File: config.mk
export PLATFORM = sky130hd
export DESIGN_NAME = sd_card_spi_host_engine
export DESIGN_NICKNAME = d
export VERILOG_FILES = /design/src/sdspi_pkg.sv /design/src/sd_card_spi_host_engine.sv
export SDC_FILE = /design/constraint.sdc
export NUM_CORES = 1
export LEC_CHECK = 0
export BUFFER_PORTS_ARGS = -buffer_cell sky130_fd_sc_hd__buf_2
export CELL_PAD_IN_SITES_DETAIL_PLACEMENT = 1
export CELL_PAD_IN_SITES_GLOBAL_PLACEMENT = 1
export CORE_ASPECT_RATIO = 0.6
export CORE_MARGIN = 2
export CORE_UTILIZATION = 49
export CTS_BUF_LIST = sky130_fd_sc_hd__clkbuf_16
export CTS_CLUSTER_DIAMETER = 50
export DETAILED_ROUTE_END_ITERATION = 6
export PLACE_DENSITY_LB_ADDON = 0.12
export SLEW_MARGIN = 20
export SYNTH_ARGS = -nofsm -noshare
export SYNTH_HDL_FRONTEND = slang
export SYNTH_SLANG_ARGS = --single-unit
File: constraint.sdc
create_clock -name clk -period 10.5 [get_ports clk]
set_clock_uncertainty 0.15 [all_clocks]
set_input_delay 1.05 -clock clk [delete_from_list [all_inputs] [get_ports clk]]
set_output_delay 1.05 -clock clk [all_outputs]
set_load 0.005 [all_outputs]
File: src/sdspi_pkg.sv
// Package for the SD card SPI-mode host engine.
// Holds phase codes, command opcodes, continuation codes and request codes.
`timescale 1ns / 1ps
`default_nettype none
package sdspi_pkg;
  localparam logic [3:0] PH_IDLE  = 4'd0;
  localparam logic [3:0] PH_DUMMY = 4'd1;
  localparam logic [3:0] PH_CMD   = 4'd2;
  localparam logic [3:0] PH_TOKEN = 4'd3;
  localparam logic [3:0] PH_FRAME = 4'd4;
  localparam logic [3:0] PH_WHDR  = 4'd5;
  localparam logic [3:0] PH_WDATA = 4'd6;
  localparam logic [3:0] PH_WZERO = 4'd7;
  localparam logic [3:0] PH_WRESP = 4'd8;
  localparam logic [3:0] PH_WBUSY = 4'd9;
  localparam logic [3:0] PH_TAIL  = 4'd10;

  localparam logic [7:0] OPC_IDLE      = 8'h40;
  localparam logic [7:0] OPC_OPCOND    = 8'h41;
  localparam logic [7:0] OPC_IFCOND    = 8'h48;
  localparam logic [7:0] OPC_BLKLEN    = 8'h50;
  localparam logic [7:0] OPC_RDBLK     = 8'h51;
  localparam logic [7:0] OPC_WRBLK     = 8'h58;
  localparam logic [7:0] OPC_APP       = 8'h77;
  localparam logic [7:0] OPC_OCR       = 8'h7A;
  localparam logic [7:0] OPC_APPOPCOND = 8'hE9;

  localparam logic [3:0] K_IDLE   = 4'd0;
  localparam logic [3:0] K_IFCOND = 4'd1;
  localparam logic [3:0] K_HCS    = 4'd2;
  localparam logic [3:0] K_OCR    = 4'd3;
  localparam logic [3:0] K_PROBE  = 4'd4;
  localparam logic [3:0] K_LOW    = 4'd5;
  localparam logic [3:0] K_BLKLEN = 4'd6;
  localparam logic [3:0] K_RDBLK  = 4'd7;
  localparam logic [3:0] K_WRBLK  = 4'd8;

  localparam logic [2:0] CMD_INIT   = 3'd0;
  localparam logic [2:0] CMD_READ   = 3'd1;
  localparam logic [2:0] CMD_WBEGIN = 3'd2;
  localparam logic [2:0] CMD_WDATA  = 3'd3;
  localparam logic [2:0] CMD_WFIN   = 3'd4;
  localparam logic [2:0] CMD_RX     = 3'd5;

  localparam logic [1:0] OP_INIT  = 2'd0;
  localparam logic [1:0] OP_READ  = 2'd1;
  localparam logic [1:0] OP_WRITE = 2'd2;

  localparam logic [1:0] REG_RESP  = 2'd0;
  localparam logic [1:0] REG_RETRY = 2'd1;
  localparam logic [1:0] REG_TOKEN = 2'd2;
  localparam logic [1:0] REG_BUSY  = 2'd3;

  localparam logic [9:0] FRAME_LEN = 10'd514;
  localparam logic [9:0] SECTOR_LEN = 10'd512;
endpackage
`default_nettype wire

File: src/sd_card_spi_host_engine.sv
// SD card SPI-mode host engine: init, partial read and sector write sequencing.
// Depends on sdspi_pkg.
//
// channel | dir | fields (lowest bit first)
// in_     | in  | tdata: command, sector, offset, count, write_byte, rx_byte
// out_    | out | tdata: tx_valid, tx_byte, card_select, read_valid, read_byte,
//         |     |        done_res, status, card_type
// cfg_    | in  | index 0..3, data 16 bits
//
// Each transfer is handled by the combinational step logic and lands in an
// output register; a transfer may be accepted every cycle unless the output is stalled.
// The input is taken whenever the output register is empty or is being drained.
// Reset is synchronous and active low; it restores all limits to defaults.
`timescale 1ns / 1ps
`default_nettype none
module sd_card_spi_host_engine (
  input  wire logic        clk,
  input  wire logic        rst_n,
  input  wire logic        in_tvalid,
  output logic             in_tready,
  input  wire logic [71:0] in_tdata,   // command, sector, offset, count, write_byte, rx_byte
  output logic             out_tvalid,
  input  wire logic        out_tready,
  output logic [31:0]      out_tdata,  // tx_valid, tx_byte, card_select, read_valid,
                                       // read_byte, done_res, status, card_type
  input  wire logic        cfg_we,
  input  wire logic [1:0]  cfg_index,
  input  wire logic [15:0] cfg_data
);
  import sdspi_pkg::*;

  logic [7:0]  resp_lim_r;
  logic [15:0] retry_lim_r, token_lim_r, busy_lim_r;
  logic [3:0]  phase_r, phase_nxt;
  logic [2:0]  kind_r, kind_nxt;
  logic [7:0]  cidx_r, cidx_nxt;
  logic [31:0] arg_r, arg_nxt;
  logic [9:0]  fpos_r, fpos_nxt;
  logic [15:0] wait_r, wait_nxt, retry_r, retry_nxt;
  logic [7:0]  rb_r [4];
  logic [7:0]  last_r, last_nxt;
  logic [9:0]  wrem_r, wrem_nxt, rrem_r, rrem_nxt, rstart_r, rstart_nxt;
  logic        cs_r, cs_nxt;
  logic [3:0]  stage_r, stage_nxt;
  logic [7:0]  rleft_r, rleft_nxt;
  logic [2:0]  ridx_r, ridx_nxt;
  logic [2:0]  extra_r, extra_nxt;
  logic        apppend_r, apppend_nxt;
  logic [7:0]  appcmd_r, appcmd_nxt;
  logic [31:0] apparg_r, apparg_nxt;
  logic [2:0]  appext_r, appext_nxt;
  logic [3:0]  after_r, after_nxt;
  logic [7:0]  poll_r, poll_nxt;
  logic [1:0]  op_r, op_nxt;
  logic        opst_r, opst_nxt;
  logic        rb_we;
  logic [1:0]  rb_wa;

  logic        o_txv, o_rdv, o_done;
  logic [7:0]  o_tx, o_rd;
  logic [1:0]  o_st;
  logic        out_valid_r;
  logic [31:0] out_data_r;

  logic [2:0]  i_cmd;
  logic [31:0] i_sector;
  logic [9:0]  i_offset, i_count;
  logic [7:0]  i_wbyte, i_rx;
  logic        take;
  logic [9:0]  fpos_inc;

  assign i_cmd    = in_tdata[2:0];
  assign i_sector = in_tdata[34:3];
  assign i_offset = in_tdata[44:35];
  assign i_count  = in_tdata[54:45];
  assign i_wbyte  = in_tdata[62:55];
  assign i_rx     = in_tdata[70:63];

  assign in_tready  = !out_valid_r || out_tready;
  assign take       = in_tvalid && in_tready;
  assign out_tvalid = out_valid_r;
  assign out_tdata  = out_data_r;
  assign fpos_inc   = fpos_r + 10'd1;

  always_comb begin
    logic       cont;
    logic       cmpl;
    logic [7:0] rr;
    logic [7:0] sc; logic [31:0] sa; logic [2:0] se; logic [3:0] sk;
    logic       do_start;
    logic       do_issue;
    logic [7:0] ic; logic [31:0] ia; logic [2:0] ie;
    logic       do_tail;
    logic [7:0] rb3;
    phase_nxt = phase_r; kind_nxt = kind_r; cidx_nxt = cidx_r; arg_nxt = arg_r;
    fpos_nxt = fpos_r; wait_nxt = wait_r; retry_nxt = retry_r; last_nxt = last_r;
    wrem_nxt = wrem_r; rrem_nxt = rrem_r; rstart_nxt = rstart_r; cs_nxt = cs_r;
    stage_nxt = stage_r; rleft_nxt = rleft_r; ridx_nxt = ridx_r; extra_nxt = extra_r;
    apppend_nxt = apppend_r; appcmd_nxt = appcmd_r; apparg_nxt = apparg_r;
    appext_nxt = appext_r; after_nxt = after_r; poll_nxt = poll_r; op_nxt = op_r;
    opst_nxt = opst_r; rb_we = 1'b0; rb_wa = ridx_r[1:0];
    o_txv = 1'b0; o_tx = 8'h00; o_rdv = 1'b0; o_rd = 8'h00; o_done = 1'b0; o_st = 2'd0;
    cmpl = 1'b0; rr = last_r; cont = 1'b0;
    do_start = 1'b0; sc = 8'h00; sa = 32'h0; se = 3'd0; sk = K_IDLE;
    do_issue = 1'b0; ic = 8'h00; ia = 32'h0; ie = 3'd0; do_tail = 1'b0;

    if (phase_r == PH_IDLE) begin
      case (i_cmd)
        CMD_INIT: begin
          op_nxt = OP_INIT; kind_nxt = 3'd0; cs_nxt = 1'b0; wait_nxt = 16'd19;
          phase_nxt = PH_DUMMY; o_txv = 1'b1; o_tx = 8'hFF;
        end
        CMD_READ: begin
          op_nxt = OP_READ; rstart_nxt = i_offset; rrem_nxt = i_count;
          do_start = 1'b1; sc = OPC_RDBLK; sk = K_RDBLK;
          sa = (kind_r == 3'd4) ? i_sector : {i_sector[22:0], 9'd0};
        end
        CMD_WBEGIN: begin
          op_nxt = OP_WRITE; do_start = 1'b1; sc = OPC_WRBLK; sk = K_WRBLK;
          sa = (kind_r == 3'd4) ? i_sector : {i_sector[22:0], 9'd0};
        end
        CMD_WDATA: begin
          op_nxt = OP_WRITE;
          if (wrem_r != 10'd0) begin
            wrem_nxt = wrem_r - 10'd1; phase_nxt = PH_WDATA; o_txv = 1'b1; o_tx = i_wbyte;
          end else begin
            o_done = 1'b1;
          end
        end
        CMD_WFIN: begin
          op_nxt = OP_WRITE; wait_nxt = {6'd0, wrem_r} + 16'd1;
          phase_nxt = PH_WZERO; o_txv = 1'b1; o_tx = 8'h00;
        end
        default: ;
      endcase
    end else if (i_cmd == CMD_RX) begin
      case (phase_r)
        PH_DUMMY: begin
          if (wait_r != 16'd0) begin
            wait_nxt = wait_r - 16'd1; o_txv = 1'b1; o_tx = 8'hFF;
          end else begin
            do_start = 1'b1; sc = OPC_IDLE; sk = K_IDLE;
          end
        end
        PH_CMD: begin
          case (stage_r)
            4'd0: begin cs_nxt = 1'b1; stage_nxt = 4'd1; o_txv = 1'b1; o_tx = 8'hFF; end
            4'd1: begin stage_nxt = 4'd2; o_txv = 1'b1; o_tx = cidx_r; end
            4'd2: begin stage_nxt = 4'd3; o_txv = 1'b1; o_tx = arg_r[31:24]; end
            4'd3: begin stage_nxt = 4'd4; o_txv = 1'b1; o_tx = arg_r[23:16]; end
            4'd4: begin stage_nxt = 4'd5; o_txv = 1'b1; o_tx = arg_r[15:8]; end
            4'd5: begin stage_nxt = 4'd6; o_txv = 1'b1; o_tx = arg_r[7:0]; end
            4'd6: begin
              stage_nxt = 4'd7; o_txv = 1'b1;
              o_tx = (cidx_r == OPC_IDLE) ? 8'h95 : ((cidx_r == OPC_IFCOND) ? 8'h87 : 8'hFF);
            end
            4'd7: begin
              rleft_nxt = resp_lim_r;
              if (resp_lim_r == 8'd0) begin
                last_nxt = 8'hFF; ridx_nxt = 3'd0;
                if (extra_r != 3'd0) begin
                  stage_nxt = 4'd9; o_txv = 1'b1; o_tx = 8'hFF;
                end else begin
                  cmpl = 1'b1; rr = 8'hFF;
                end
              end else begin
                stage_nxt = 4'd8; o_txv = 1'b1; o_tx = 8'hFF;
              end
            end
            4'd8: begin
              rleft_nxt = rleft_r - 8'd1;
              if (i_rx != 8'hFF || rleft_r == 8'd1) begin
                last_nxt = i_rx; ridx_nxt = 3'd0;
                if (extra_r != 3'd0) begin
                  stage_nxt = 4'd9; o_txv = 1'b1; o_tx = 8'hFF;
                end else begin
                  cmpl = 1'b1; rr = i_rx;
                end
              end else begin
                o_txv = 1'b1; o_tx = 8'hFF;
              end
            end
            default: begin
              rb_we = 1'b1; ridx_nxt = ridx_r + 3'd1;
              if (ridx_nxt < extra_r && ridx_nxt < 3'd4) begin
                o_txv = 1'b1; o_tx = 8'hFF;
              end else begin
                cmpl = 1'b1;
              end
            end
          endcase
        end
        PH_TOKEN: begin
          if (i_rx == 8'hFF) begin
            wait_nxt = wait_r - 16'd1;
            if (wait_nxt != 16'd0) begin
              o_txv = 1'b1; o_tx = 8'hFF;
            end else begin
              phase_nxt = PH_IDLE; o_done = 1'b1; o_st = 2'd1;
            end
          end else if (i_rx == 8'hFE) begin
            fpos_nxt = 10'd0; phase_nxt = PH_FRAME; o_txv = 1'b1; o_tx = 8'hFF;
          end else begin
            phase_nxt = PH_IDLE; o_done = 1'b1; o_st = 2'd1;
          end
        end
        PH_FRAME: begin
          if (fpos_r >= rstart_r && rrem_r != 10'd0) begin
            o_rdv = 1'b1; o_rd = i_rx; rrem_nxt = rrem_r - 10'd1;
          end
          fpos_nxt = fpos_inc;
          if (fpos_inc < FRAME_LEN) begin
            o_txv = 1'b1; o_tx = 8'hFF;
          end else begin
            opst_nxt = (rrem_nxt != 10'd0); do_tail = 1'b1;
          end
        end
        PH_WHDR: begin
          if (fpos_r == 10'd0) begin
            fpos_nxt = 10'd1; o_txv = 1'b1; o_tx = 8'hFE;
          end else begin
            wrem_nxt = SECTOR_LEN; phase_nxt = PH_IDLE; o_done = 1'b1;
          end
        end
        PH_WDATA: begin phase_nxt = PH_IDLE; o_done = 1'b1; end
        PH_WZERO: begin
          if (wait_r != 16'd0) begin
            wait_nxt = wait_r - 16'd1; o_txv = 1'b1; o_tx = 8'h00;
          end else begin
            phase_nxt = PH_WRESP; o_txv = 1'b1; o_tx = 8'hFF;
          end
        end
        PH_WRESP: begin
          if (i_rx[4:0] == 5'h05) begin
            wait_nxt = busy_lim_r; phase_nxt = PH_WBUSY; o_txv = 1'b1; o_tx = 8'hFF;
          end else begin
            opst_nxt = 1'b1; do_tail = 1'b1;
          end
        end
        PH_WBUSY: begin
          if (i_rx == 8'hFF) begin
            opst_nxt = (wait_r == 16'd0); do_tail = 1'b1;
          end else if (wait_r == 16'd0) begin
            opst_nxt = 1'b1; do_tail = 1'b1;
          end else begin
            wait_nxt = wait_r - 16'd1; o_txv = 1'b1; o_tx = 8'hFF;
          end
        end
        PH_TAIL: begin
          phase_nxt = PH_IDLE; o_done = 1'b1;
          if (op_r == OP_INIT) o_st = (kind_r != 3'd0) ? 2'd0 : 2'd2;
          else o_st = {1'b0, opst_r};
        end
        default: ;
      endcase
    end

    // The last response byte is stored in this same transfer, so it is taken from the input.
    rb3 = (rb_we && rb_wa == 2'd3) ? i_rx : rb_r[3];

    // Command completion: an app prefix either chains or falls into the continuation.
    if (cmpl) begin
      if (apppend_r) begin
        apppend_nxt = 1'b0;
        if (rr > 8'd1) cont = 1'b1;
        else begin do_issue = 1'b1; ic = appcmd_r; ia = apparg_r; ie = appext_r; end
      end else begin
        cont = 1'b1;
      end
    end

    if (cont) begin
      case (after_r)
        K_IDLE: begin
          if (rr == 8'd1) begin
            do_start = 1'b1; sc = OPC_IFCOND; sa = 32'h1AA; se = 3'd4; sk = K_IFCOND;
          end else do_tail = 1'b1;
        end
        K_IFCOND: begin
          if (rr == 8'd1) begin
            if (rb_r[2] == 8'h01 && rb3 == 8'hAA) begin
              retry_nxt = retry_lim_r;
              if (retry_lim_r == 16'd0) do_tail = 1'b1;
              else begin
                do_start = 1'b1; sc = OPC_APPOPCOND; sa = 32'h4000_0000; sk = K_HCS;
              end
            end else do_tail = 1'b1;
          end else begin
            do_start = 1'b1; sc = OPC_APPOPCOND; sk = K_PROBE;
          end
        end
        K_HCS: begin
          if (rr != 8'd0) begin
            retry_nxt = retry_r - 16'd1;
            if (retry_nxt == 16'd0) do_tail = 1'b1;
            else begin
              do_start = 1'b1; sc = OPC_APPOPCOND; sa = 32'h4000_0000; sk = K_HCS;
            end
          end else begin
            do_start = 1'b1; sc = OPC_OCR; se = 3'd4; sk = K_OCR;
          end
        end
        K_OCR: begin
          if (rr == 8'd0) kind_nxt = rb_r[0][6] ? 3'd4 : 3'd3;
          do_tail = 1'b1;
        end
        K_PROBE: begin
          if (rr <= 8'd1) begin kind_nxt = 3'd2; poll_nxt = OPC_APPOPCOND; end
          else begin kind_nxt = 3'd1; poll_nxt = OPC_OPCOND; end
          retry_nxt = retry_lim_r;
          if (retry_lim_r == 16'd0) begin kind_nxt = 3'd0; do_tail = 1'b1; end
          else begin do_start = 1'b1; sc = poll_nxt; sk = K_LOW; end
        end
        K_LOW: begin
          if (rr != 8'd0) begin
            retry_nxt = retry_r - 16'd1;
            if (retry_nxt == 16'd0) begin kind_nxt = 3'd0; do_tail = 1'b1; end
            else begin do_start = 1'b1; sc = poll_r; sk = K_LOW; end
          end else begin
            do_start = 1'b1; sc = OPC_BLKLEN; sa = 32'd512; sk = K_BLKLEN;
          end
        end
        K_BLKLEN: begin
          if (rr != 8'd0) kind_nxt = 3'd0;
          do_tail = 1'b1;
        end
        K_RDBLK: begin
          if (rr == 8'd0) begin
            wait_nxt = token_lim_r; phase_nxt = PH_TOKEN; o_txv = 1'b1; o_tx = 8'hFF;
          end else begin
            phase_nxt = PH_IDLE; o_done = 1'b1; o_st = 2'd1;
          end
        end
        default: begin
          if (rr == 8'd0) begin
            fpos_nxt = 10'd0; phase_nxt = PH_WHDR; o_txv = 1'b1; o_tx = 8'hFF;
          end else begin
            phase_nxt = PH_IDLE; o_done = 1'b1; o_st = 2'd1;
          end
        end
      endcase
    end

    if (do_start) begin
      after_nxt = sk;
      if (sc[7]) begin
        apppend_nxt = 1'b1; appcmd_nxt = {1'b0, sc[6:0]}; apparg_nxt = sa; appext_nxt = se;
        do_issue = 1'b1; ic = OPC_APP; ia = 32'h0; ie = 3'd0;
      end else begin
        apppend_nxt = 1'b0; do_issue = 1'b1; ic = sc; ia = sa; ie = se;
      end
    end
    if (do_issue) begin
      cs_nxt = 1'b0; phase_nxt = PH_CMD; stage_nxt = 4'd0; cidx_nxt = ic; arg_nxt = ia;
      extra_nxt = ie; o_txv = 1'b1; o_tx = 8'hFF;
    end
    if (do_tail) begin
      cs_nxt = 1'b0; phase_nxt = PH_TAIL; o_txv = 1'b1; o_tx = 8'hFF;
    end
  end

  always_ff @(posedge clk) begin
    if (!rst_n) begin
      resp_lim_r <= 8'd128; retry_lim_r <= 16'd25000;
      token_lim_r <= 16'd40000; busy_lim_r <= 16'd5000;
    end else if (cfg_we) begin
      unique case (cfg_index)
        REG_RESP:  resp_lim_r <= cfg_data[7:0];
        REG_RETRY: retry_lim_r <= cfg_data;
        REG_TOKEN: token_lim_r <= cfg_data;
        REG_BUSY:  busy_lim_r <= cfg_data;
        default: ;
      endcase
    end
  end

  always_ff @(posedge clk) begin
    if (take && rb_we) begin
      rb_r[rb_wa] <= i_rx;
    end
  end

  always_ff @(posedge clk) begin
    if (!rst_n) begin
      phase_r <= PH_IDLE; kind_r <= 3'd0; cidx_r <= 8'd0; arg_r <= 32'd0;
      fpos_r <= 10'd0; wait_r <= 16'd0; retry_r <= 16'd0; last_r <= 8'hFF;
      wrem_r <= 10'd0; rrem_r <= 10'd0; rstart_r <= 10'd0; cs_r <= 1'b0;
      stage_r <= 4'd0; rleft_r <= 8'd0; ridx_r <= 3'd0; extra_r <= 3'd0;
      apppend_r <= 1'b0; appcmd_r <= 8'd0; apparg_r <= 32'd0; appext_r <= 3'd0;
      after_r <= K_IDLE; poll_r <= 8'd0; op_r <= OP_INIT; opst_r <= 1'b0;
      out_valid_r <= 1'b0;
    end else begin
      if (out_tready) out_valid_r <= 1'b0;
      if (take) begin
        phase_r <= phase_nxt; kind_r <= kind_nxt; cidx_r <= cidx_nxt; arg_r <= arg_nxt;
        fpos_r <= fpos_nxt; wait_r <= wait_nxt; retry_r <= retry_nxt; last_r <= last_nxt;
        wrem_r <= wrem_nxt; rrem_r <= rrem_nxt; rstart_r <= rstart_nxt; cs_r <= cs_nxt;
        stage_r <= stage_nxt; rleft_r <= rleft_nxt; ridx_r <= ridx_nxt;
        extra_r <= extra_nxt; apppend_r <= apppend_nxt; appcmd_r <= appcmd_nxt;
        apparg_r <= apparg_nxt; appext_r <= appext_nxt; after_r <= after_nxt;
        poll_r <= poll_nxt; op_r <= op_nxt; opst_r <= opst_nxt;
        out_valid_r <= 1'b1;
      end
    end
  end

  always_ff @(posedge clk) begin
    if (take) begin
      out_data_r <= {7'd0, kind_nxt, o_st, o_done, o_rd, o_rdv, cs_nxt, o_tx, o_txv};
    end
  end

  a_done_idle: assert property (@(posedge clk) disable iff (!rst_n)
    take && o_done |=> phase_r == PH_IDLE) else $error("done without return to idle");
  a_read_frame: assert property (@(posedge clk) disable iff (!rst_n)
    take && o_rdv |-> phase_r == PH_FRAME) else $error("read byte outside frame");
  a_stall_hold: assert property (@(posedge clk) disable iff (!rst_n)
    out_valid_r && !out_tready |=> $stable(out_data_r)) else $error("result lost");
  a_no_take: assert property (@(posedge clk) disable iff (!rst_n)
    !take |=> $stable(phase_r)) else $error("phase moved without transfer");
endmodule
`default_nettype wire

==> results.py, run 1 <==
metrics = {
    "sta": {
        "fin_crit_sh_pct": 50.3,
        "slew_violations": 0,
        "rsz0062_at_grt": "no",
        "max_slew.worst_pin.slew_ns": 1.18,
        "final.min_clock_period_ns": 5.28,
        "setup_viol": 0,
        "setup_ws_ns": 5.22,
        "fmax_mhz": 189,
        "fin_setup_tns_ns": 0,
        "slew_headroom_pct": 21.4,
        "hold_viol": 0,
    },
    "synthesis": {
        "syn_avg_cell_area_sq_um": 7.76,
        "yosysWarnings": 0,
        "syn_inst": 2154,
        "synth_edf_count": 42,
        "ys_types": 93,
        "async_reset_ff_share_pct": 0,
        "syn-cell-area_sq_um": 16700,
        "synth-seq-cells": 291,
        "ys_seq_area_share_pct": 37.4,
        "ys.flop_type": "dfxtp_1",
    },
    "layout": {
        "mostFrequentLayoutCell": "nand2_1",
        "multi_input_comb_area_sq_um": 9690,
        "final-seq-area_sq_um": 6250,
        "final_cell_mix": "nand2_1 (319), dfxtp_1 (249), nor2_1 (193)",
        "final_layout_size_suffix_gt1_share_pct": 11.7,
        "antenna_cells": 0,
        "fin_area_sq_um": 18500,
        "fillers": 4185,
        "layout.nets": 2293,
        "synthToLayoutAreaGrowth_pct": 10.6,
        "finish.utilization_pct": 54.9,
    },
    "detailed_routing": {
        "drc": 0,
        "wirelength_um": 63400,
        "vias": 17400,
        "ant_nets": 0,
        "wl_per_cell_um": 23.9,
        "firstDrtPassIters": 6,
        "drt_iter0_drc": 1926,
        "via_per_inst": 6.55,
    },
    "die": {
        "die_w_um": 242,
        "pin_count": 129,
        "start_util_pct": 49.7,
        "die-area_sq_um": 35600,
        "fp-row-count": 52,
        "die_h_um": 147,
        "coreArea_sq_um": 33600,
    },
    "power_and_ir_drop": {
        "p_leak_nw": 6.84,
        "finalPower_mw": 2.74,
        "ir_worst_vdd_v": 0.000145,
        "powerDensity_nw_per_um2": 148,
    },
    "clock_tree": {
        "insertion_delay_ns": 0.58,
        "cts-htree-levels": 1,
        "clkSlewWorstSetupHoldPaths_ns": 0.07,
        "ctsLongestPathBuffers": 3,
        "cts_buffers": 31,
        "cts_setup_buffers": 0,
        "cts_hold_buf": 0,
        "cts_tree": "yes",
        "numClockSinks": 291,
        "postCtsResizedCells": 0,
        "clock-root-buffer": "clkbuf_16",
    },
    "placement": {
        "gp_congestion": 0.947,
        "post-place-ws_ns": 4.79,
        "hpwlAfterDp_um": 45800,
        "portBuffers": 120,
        "place_area_sq_um": 17400,
    },
    "worst_setup_path": {
        "critPathLaunchType": "register",
        "path_class": "reg -> reg",
        "critPathMaxFanout": 25,
        "rr_startpoint": "stage_r[3]$_SDFFE_PN0P_",
        "cp_data_required_time_ns": 10.67,
        "reg2reg_to": "out_tdata[22]$_DFFE_PP_",
        "critPathArrivalTime_ns": 5.45,
        "r2r_cells": 9,
        "cp-startpoint": "stage_r[3]$_SDFFE_PN0P_",
        "cp-end-kind": "register",
        "r2r_slack_ns": 5.22,
        "crit_end": "out_tdata[22]$_DFFE_PP_",
    },
    "global_route": {
        "antenna_found_initial": 1,
        "grt_use_total_pct": 34.7,
        "grt_pass1_vias": 17000,
        "grt_first_pass_wirelength_um": 98400,
        "grt_max_degree": 70,
        "gr-total-overflow": 0,
    },
    "min_path": {
        "holdCritPathClass": "reg -> reg",
    },
    "run_status": {
        "status": "complete, no violations",
    },
    "flow_run": {
        "cap_violations": 0,
    },
}
## layer usage
metal,global-route usage [%],vias to the layer above,part of all wire (%)
met3,8.53,90,10
met1,51.5,8643,47
met4,6.60,2,1.6
met5,0,-,0.021
li1,-,7920,-
met2,51.0,741,42
## how the worst min path moves through the flow
stage | depth (start not counted) | end | start | slack (ns)
after floorplan | 2 | appcmd_r[1]$_SDFFE_PN0P_ | appcmd_r[1]$_SDFFE_PN0P_ | 0.27
after global placement | 2 | appcmd_r[1]$_SDFFE_PN0P_ | appcmd_r[1]$_SDFFE_PN0P_ | 0.28
after detailed placement | 2 | appcmd_r[1]$_SDFFE_PN0P_ | appcmd_r[1]$_SDFFE_PN0P_ | 0.30
after CTS | 2 | appcmd_r[1]$_SDFFE_PN0P_ | appcmd_r[1]$_SDFFE_PN0P_ | 0.31
after global routing | 1 | appcmd_r[3]$_SDFFE_PN0P_ | appcmd_r[3]$_SDFFE_PN0P_ | 0.33
final | 2 | appcmd_r[1]$_SDFFE_PN0P_ | appcmd_r[1]$_SDFFE_PN0P_ | 0.31
## synthesized netlist by cell type, drive strengths merged (13+ instances only)
cell      n  share of area, %
a211oi   35               2.3
a21o     34               1.5
a21oi   190               5.7
a22oi    27               1.2
a31oi    20              0.75
and3     60               2.2
buf      34               1.1
clkbuf  128               2.9
dfxtp   249                30
edfxtp   42               7.5
ha       25               1.9
inv      47               1.1
mux2i    18               1.1
nand2   320               7.2
nand2b   21              0.79
nand3    79               2.4
nand4    17              0.64
nor2    195               4.4
nor3     66               2.0
nor4     33               1.3
o211ai   32               1.5
o21a     13              0.58
o21ai   162               4.9
o22ai    15              0.56
o31ai    19              0.85
or3      22              0.82
xnor2    21               1.1
xor2     13              0.68
## logic make-up after synthesis
kind of cell               after synthesis  share of synthesized area, %
xor gates and xnor gates                34                          1.78
and+or+nand+nor                        899                          25.7
DFF                                    291                          37.4
muxes                                   23                          1.41
buffers and inverters                  210                          5.11
other                                    1                        0.0224
AOI/OAI and AO/OA                      670                          26.7
adders and majority gates               26                          1.93
## power by group
group,switching [mW],internal [mW]
sequential,0.0369,1.16
combinational,0.267,0.129
clock,0.499,0.640
total,0.803,1.93
## cell type report
cell class,count,share of cell area (%)
multi-input combinational,1659,52.4
inverter,48,0.988
tap,459,3.11
clock buffer,31,4.20
sequential,291,33.8
timing repair buffer,142,4.16
clock inverter,26,1.35
## flip-flops by register name, summed over array words and instances, names as in the netlist, 16 cells and up
name         cells
retry_r         16
busy_lim_r      16
wait_r          16
out_tdata       25
rb_r            17
retry_lim_r     16
apparg_r        32
arg_r           32
token_lim_r     16
## per-stage QoR
stage | hold WS (ns) | cells
after CTS | 0.310 | 2656
after floorplan | 0.269 | 2160
final | 0.306 | 2656
after detailed placement | 0.300 | 2599
after global routing | 0.327 | 2656
after global placement | 0.278 | 2599
## critical path: stages, from the launching register on
cell and delay (ns):
dfxtp_1 0.75, or4b_2 1.01, a21oi_2 0.33, o21ai_1 0.12, a21oi_1 0.76, o21ai_0 0.53
nor3_1 0.58, o21ai_0 0.31, o211ai_1 0.33, nand2_1 0.13
Power figures use the tool's default switching activity.
==> run 2: changes to the inputs <==
--- a/config.mk
+++ b/config.mk
@@ -10,7 +10,7 @@
 export CELL_PAD_IN_SITES_GLOBAL_PLACEMENT = 1
 export CORE_ASPECT_RATIO = 0.6
 export CORE_MARGIN = 2
-export CORE_UTILIZATION = 49
+export CORE_UTILIZATION = 41
 export CTS_BUF_LIST = sky130_fd_sc_hd__clkbuf_16
 export CTS_CLUSTER_DIAMETER = 50
 export DETAILED_ROUTE_END_ITERATION = 6
==> constraint.sdc (replaced) <==
create_clock -name clk -period 4.8 [get_ports clk]
set_clock_uncertainty 0.15 [all_clocks]
set_input_delay 0.48 -clock clk [delete_from_list [all_inputs] [get_ports clk]]
set_output_delay 0.48 -clock clk [all_outputs]
set_load 0.005 [all_outputs]
==> run 2 against run 1 <==
Maximum frequency increased by 13%. Power grew 120%. Sequential share of layout area down 1.0 points.
==> results.py, run 2 (synthesized netlist as in run 1, its figures left out) <==
metrics = {
    "placement": {
        "gp_congestion": 0.929,
        "place_inst": 2722,
        "portBuffers": 120,
        "post-place-ws_ns": 0.267,
        "hpwlAfterDp_um": 47400,
        "place_area_sq_um": 18000,
    },
    "clock_tree": {
        "postCtsResizedCells": 0,
        "clock-root-buffer": "clkbuf_16",
        "cts_tree": "yes",
        "cts_hold_buf": 0,
        "cts_setup_buffers": 0,
        "ctsLongestPathBuffers": 3,
        "cts_buffers": 35,
        "insertion_delay_ns": 0.54,
        "cts-htree-levels": 2,
        "clkSlewWorstSetupHoldPaths_ns": 0.06,
        "numClockSinks": 291,
    },
    "detailed_routing": {
        "drc": 0,
        "firstDrtPassIters": 6,
        "drt_iter0_drc": 1735,
        "wirelength_um": 64800,
        "vias": 17300,
        "ant_nets": 0,
        "via_per_inst": 6.21,
        "wl_per_cell_um": 23.3,
    },
    "global_route": {
        "grtUsageMet2_pct": 41.7,
        "use_met1_pct": 47.4,
        "grt_use_total_pct": 30.0,
        "antenna_found_initial": 0,
        "gr-total-overflow": 0,
        "grt_first_pass_wirelength_um": 101000,
        "met3_usage_pct": 6.75,
        "grt_pass1_vias": 16900,
        "grt.busiest_layer": "met1",
        "grt_max_degree": 64,
    },
    "power_and_ir_drop": {
        "powerDensity_nw_per_um2": 319,
        "finalPower_mw": 6.08,
        "p_leak_nw": 7.17,
        "ir_worst_vdd_v": 0.000202,
    },
    "worst_setup_path": {
        "path_class": "reg -> reg",
        "r2r_cells": 11,
        "rr_startpoint": "rleft_r[3]$_SDFFE_PN0P_",
        "critPathMaxFanout": 8,
        "cp-startpoint": "rleft_r[3]$_SDFFE_PN0P_",
        "critPathLaunchType": "register",
        "cp-end-kind": "register",
        "cp_data_required_time_ns": 4.91,
        "r2r_slack_ns": 0.14,
        "critPathArrivalTime_ns": 4.78,
    },
    "run_status": {
        "status": "complete, no violations",
    },
    "layout": {
        "final_cell_mix": "nand2_1 (319), dfxtp_1 (249), nor2_1 (193)",
        "finish.utilization_pct": 47.3,
        "synthToLayoutAreaGrowth_pct": 14.1,
        "fin_area_sq_um": 19100,
        "stdcell_count": 2784,
        "final_layout_size_suffix_gt1_share_pct": 13.8,
        "mostFrequentLayoutCell": "nand2_1",
        "antenna_cells": 0,
        "layout.nets": 2348,
    },
    "die": {
        "coreArea_sq_um": 40300,
        "die_w_um": 265,
        "pin_count": 129,
        "start_util_pct": 41.5,
        "die_h_um": 160,
        "fp-row-count": 57,
        "die-area_sq_um": 42400,
    },
    "sta": {
        "setup_viol": 0,
        "fmax_mhz": 215,
        "slew_violations": 0,
        "final.min_clock_period_ns": 4.66,
        "max_slew.worst_pin.slew_ns": 0.988,
        "holdWs_ns": 0.0415,
        "hold_viol": 0,
        "fin_setup_tns_ns": 0,
        "rsz0062_at_grt": "no",
        "slew_headroom_pct": 33.9,
        "fin_crit_sh_pct": 97.1,
        "setup_ws_ns": 0.138,
    },
    "flow_run": {
        "cap_violations": 0,
    },
    "min_path": {
        "worstHoldPathCells": 3,
        "holdCritPathClass": "in -> reg",
        "hold_path_startpoint": "in_tdata[43]",
    },
}
run 2: worst paths after layout:
path,endpoint
worst max-delay path,out_tdata[3]$_SDFFCE_PP1P_
worst min-delay path,rstart_r[8]$_SDFFE_PN0P_
worst max register to register,out_tdata[3]$_SDFFCE_PP1P_
worst min register to register,appcmd_r[1]$_SDFFE_PN0P_
run 2: area by class of cell:
type	instances	area (sq um)
Fill cell	4982	21200
Multi-Input combinational cell	1659	9670
Sequential cell	291	6250
Timing Repair Buffer	193	1230
Clock buffer	37	926
Tap cell	531	664
Inverter	48	183
Clock inverter	25	151
run 2: metal layers:
layer  wire length (um)  part of all wire (%)
met1              32700                    51
met2              25800                    40
met3               5390                   8.3
met4                788                   1.2
met5                  0                     0
run 2: worst max-delay path: stages (launching register included):
cell and delay, ns:
dfxtp_1 0.36, or4_4 0.56, or4b_4 0.62, a2111o_1 0.43, o311ai_1 0.09, o211ai_2 0.25, or3_1 0.51, mux2i_1 0.18
a41o_1 0.31, nor4bb_1 0.56, buf_4 0.28, nand2_1 0.08
run 2: power breakdown:
group          leakage, nW  total, mW  internal [mW]  switching [mW]
clock                0.556       2.55           1.42            1.14
combinational         4.20      0.915          0.309           0.606
sequential            2.42       2.61           2.55          0.0627
total                 7.17       6.08           4.27            1.81
==> run 3: changes to the inputs <==
--- a/config.mk
+++ b/config.mk
@@ -5,16 +5,17 @@
 export SDC_FILE = /design/constraint.sdc
 export NUM_CORES = 1
 export LEC_CHECK = 0
+export ABC_AREA = 1
 export BUFFER_PORTS_ARGS = -buffer_cell sky130_fd_sc_hd__buf_2
 export CELL_PAD_IN_SITES_DETAIL_PLACEMENT = 1
 export CELL_PAD_IN_SITES_GLOBAL_PLACEMENT = 1
 export CORE_ASPECT_RATIO = 0.6
 export CORE_MARGIN = 2
-export CORE_UTILIZATION = 41
+export CORE_UTILIZATION = 39
 export CTS_BUF_LIST = sky130_fd_sc_hd__clkbuf_16
 export CTS_CLUSTER_DIAMETER = 50
 export DETAILED_ROUTE_END_ITERATION = 6
-export PLACE_DENSITY_LB_ADDON = 0.12
+export PLACE_DENSITY_LB_ADDON = 0.1
 export SLEW_MARGIN = 20
 export SYNTH_ARGS = -nofsm -noshare
 export SYNTH_HDL_FRONTEND = slang
==> run 3 against run 2 <==
Utilization shrank 2.4 points. Largest cell class unchanged. Sequential share of layout area up 0.24 points. Die area is 5.0% higher. Critical path depth grew 6. Routed wire length is 0.52% higher. Highest routed layer unchanged. Flip-flop and latch count did not move. Non-clock buffer count shrank 50. Maximum frequency grew 24%. Hold slack got worse by 0.022 ns. Final cell count is 14% higher. Synthesized cell count is 16% higher.
==> results.py, run 3 <==
metrics = {
    "worst_setup_path": {
        "cp_num_buf_inv": 1,
        "cp_top_family": "simple AND/OR/NAND/NOR gates",
        "r2r_slack_ns": 1.04,
        "r2r_cells": 17,
        "path_class": "reg -> reg",
        "reg2reg_to": "stage_r[2]$_SDFFE_PN0P_",
        "critPathArrivalTime_ns": 4.08,
        "cp_slowest_stage_delay_ns": 0.60,
        "critPathMaxFanout": 46,
        "path_cells": "nor2_2 -> a21oi_2 -> nand2_1 -> nand2_1 -> nand2_1 -> nor2_2 -> nand3_2 -> a21oi_2 -> nand3_2 -> nand2_4 -> nand2_2 -> nand2_2 -> buf_4 -> nand2_1 -> nand2_1 -> nand2_1 -> nor2_1",
        "cp-end-kind": "register",
        "critPathLaunchType": "register",
        "cp_data_required_time_ns": 5.12,
        "cpMostUsedCell": "nand2_1",
        "rr_startpoint": "stage_r[0]$_SDFFE_PN0P_",
        "slowest_stage": "a21oi_2",
    },
    "power_and_ir_drop": {
        "ir_worst_vdd_v": 0.000251,
        "finalPower_mw": 6.26,
        "p_leak_nw": 8.17,
        "powerDensity_nw_per_um2": 331,
    },
    "die": {
        "die_w_um": 271,
        "pin_count": 129,
        "die-area_sq_um": 44600,
        "die_h_um": 164,
        "fp-row-count": 58,
        "start_util_pct": 39.7,
        "coreArea_sq_um": 42100,
    },
    "placement": {
        "gp_congestion": 0.939,
        "hpwlAfterDp_um": 49400,
        "post-place-ws_ns": 1.16,
        "place_area_sq_um": 17800,
        "place_inst": 3120,
        "portBuffers": 120,
    },
    "clock_tree": {
        "postCtsResizedCells": 0,
        "cts_buffers": 34,
        "insertion_delay_ns": 0.54,
        "cts-htree-levels": 2,
        "clkSlewWorstSetupHoldPaths_ns": 0.06,
        "clock-root-buffer": "clkbuf_16",
        "numClockSinks": 291,
        "cts_hold_buf": 0,
        "cts_tree": "yes",
        "ctsLongestPathBuffers": 3,
        "cts_setup_buffers": 0,
    },
    "sta": {
        "fin_crit_sh_pct": 78.3,
        "slew_violations": 0,
        "max_slew.worst_pin.slew_ns": 1.12,
        "hold_viol": 0,
        "setup_viol": 0,
        "slew_headroom_pct": 24.5,
        "holdWs_ns": 0.0196,
        "fin_setup_tns_ns": 0,
        "rsz0062_at_grt": "no",
        "setup_ws_ns": 1.04,
        "final.min_clock_period_ns": 3.76,
        "fmax_mhz": 266,
    },
    "detailed_routing": {
        "firstDrtPassIters": 5,
        "drc": 0,
        "via_per_inst": 5.55,
        "vias": 17700,
        "ant_nets": 0,
        "wirelength_um": 65100,
        "drt_iter0_drc": 1335,
        "wl_per_cell_um": 20.5,
    },
    "synthesis": {
        "yosys.area.top_type_share_pct": 29.8,
        "syn_inst": 2495,
        "synth_most_common_cell": "nand2_1",
        "netlist_top_cells_count": "nand2_1 (585), inv_1 (305), nor2_1 (299)",
        "synth_edf_count": 42,
        "synth-seq-cells": 291,
        "ys_types": 56,
        "async_reset_ff_share_pct": 0,
        "synth.area.top_cells": "dfxtp_1 (30%), nand2_1 (13%), edfxtp_1 (7.5%)",
        "ys_seq_area_share_pct": 37.4,
        "synth_top_cell_by_area": "dfxtp_1",
        "syn-cell-area_sq_um": 16700,
        "yosysWarnings": 0,
        "syn_avg_cell_area_sq_um": 6.70,
        "ys.flop_type": "dfxtp_1",
    },
    "layout": {
        "finish.utilization_pct": 45.0,
        "layout.nets": 2706,
        "mostFrequentLayoutCell": "nand2_1",
        "stdcell_count": 3182,
        "fin_area_sq_um": 18900,
        "final_cell_mix": "nand2_1 (584), inv_1 (311), nor2_1 (299)",
        "fillers": 5558,
        "final_layout_size_suffix_gt1_share_pct": 10.0,
        "synthToLayoutAreaGrowth_pct": 13.2,
    },
    "global_route": {
        "grt_first_pass_wirelength_um": 102000,
        "antenna_found_initial": 2,
        "gr-total-overflow": 0,
        "grt_max_degree": 90,
        "grt_pass1_vias": 17600,
        "grt_use_total_pct": 29.1,
    },
    "flow_run": {
        "cap_violations": 0,
    },
    "run_status": {
        "status": "complete, no violations",
    },
    "min_path": {
        "holdCritPathClass": "in -> reg",
        "hold_path_startpoint": "in_tdata[35]",
        "hold_end": "rstart_r[0]$_SDFFE_PN0P_",
        "worstHoldPathCells": 3,
    },
}
[run 3: worst max-delay path by stage]
stage,slack [ns],to,cells past startpoint,start
6_report,1.04,stage_r[2]$_SDFFE_PN0P_,17,stage_r[0]$_SDFFE_PN0P_
5_1_grt,0.81,stage_r[2]$_SDFFE_PN0P_,21,stage_r[0]$_SDFFE_PN0P_
4_1_cts,1.14,stage_r[2]$_SDFFE_PN0P_,17,stage_r[0]$_SDFFE_PN0P_
3_5_place_dp,1.16,stage_r[2]$_SDFFE_PN0P_,21,in_tdata[1]
3_3_place_gp,1.24,stage_r[2]$_SDFFE_PN0P_,17,stage_r[0]$_SDFFE_PN0P_
2_1_floorplan,1.87,rb_r[2][0]$_DFFE_PP_,7,out_tready
[run 3: per-layer routing]
metal / track usage, % / share of wire [%]
met1: 44.6 / 51
met2: 41.9 / 40
met3: 5.63 / 7.3
met4: 5.07 / 1.3
met5: 0 / 0
[run 3: logic make-up after synthesis]
family          Yosys count  synth area share, %
simple gates           1161                 29.8
buf+inv                 421                 10.1
xor+xnor                 38                 1.99
compound gates          558                 18.9
flops                   291                 37.4
other cells               1               0.0224
fa+ha+maj                25                 1.87
[run 3: final cells by class]
cell class	instances	area (sq um)	area share, %
Clock inverter	22	170	0.899
Antenna cell	1	2.50	0.0132
Timing Repair Buffer	143	776	4.10
Tap cell	570	713	3.77
Multi-Input combinational cell	1789	8810	46.5
Inverter	327	1230	6.51
Sequential cell	291	6250	33.0
Clock buffer	39	976	5.16
[run 3: report_power, final]
part | internal (mW) | total, mW | switching (mW)
registers | 2.55 | 2.60 | 0.0515
clock network | 1.57 | 2.70 | 1.13
logic | 0.260 | 0.951 | 0.690
[run 3: worst reg2reg max path, stage by stage (launching register included)]
cell and delay [ns]:
dfxtp_1 0.44, nor2_2 0.10, a21oi_2 0.60, nand2_1 0.25, nand2_1 0.27, nand2_1 0.10
nor2_2 0.15, nand3_2 0.17, a21oi_2 0.16, nand3_2 0.12, nand2_4 0.13, nand2_2 0.07
nand2_2 0.08, buf_4 0.44, nand2_1 0.19, nand2_1 0.09, nand2_1 0.05, nor2_1 0.13
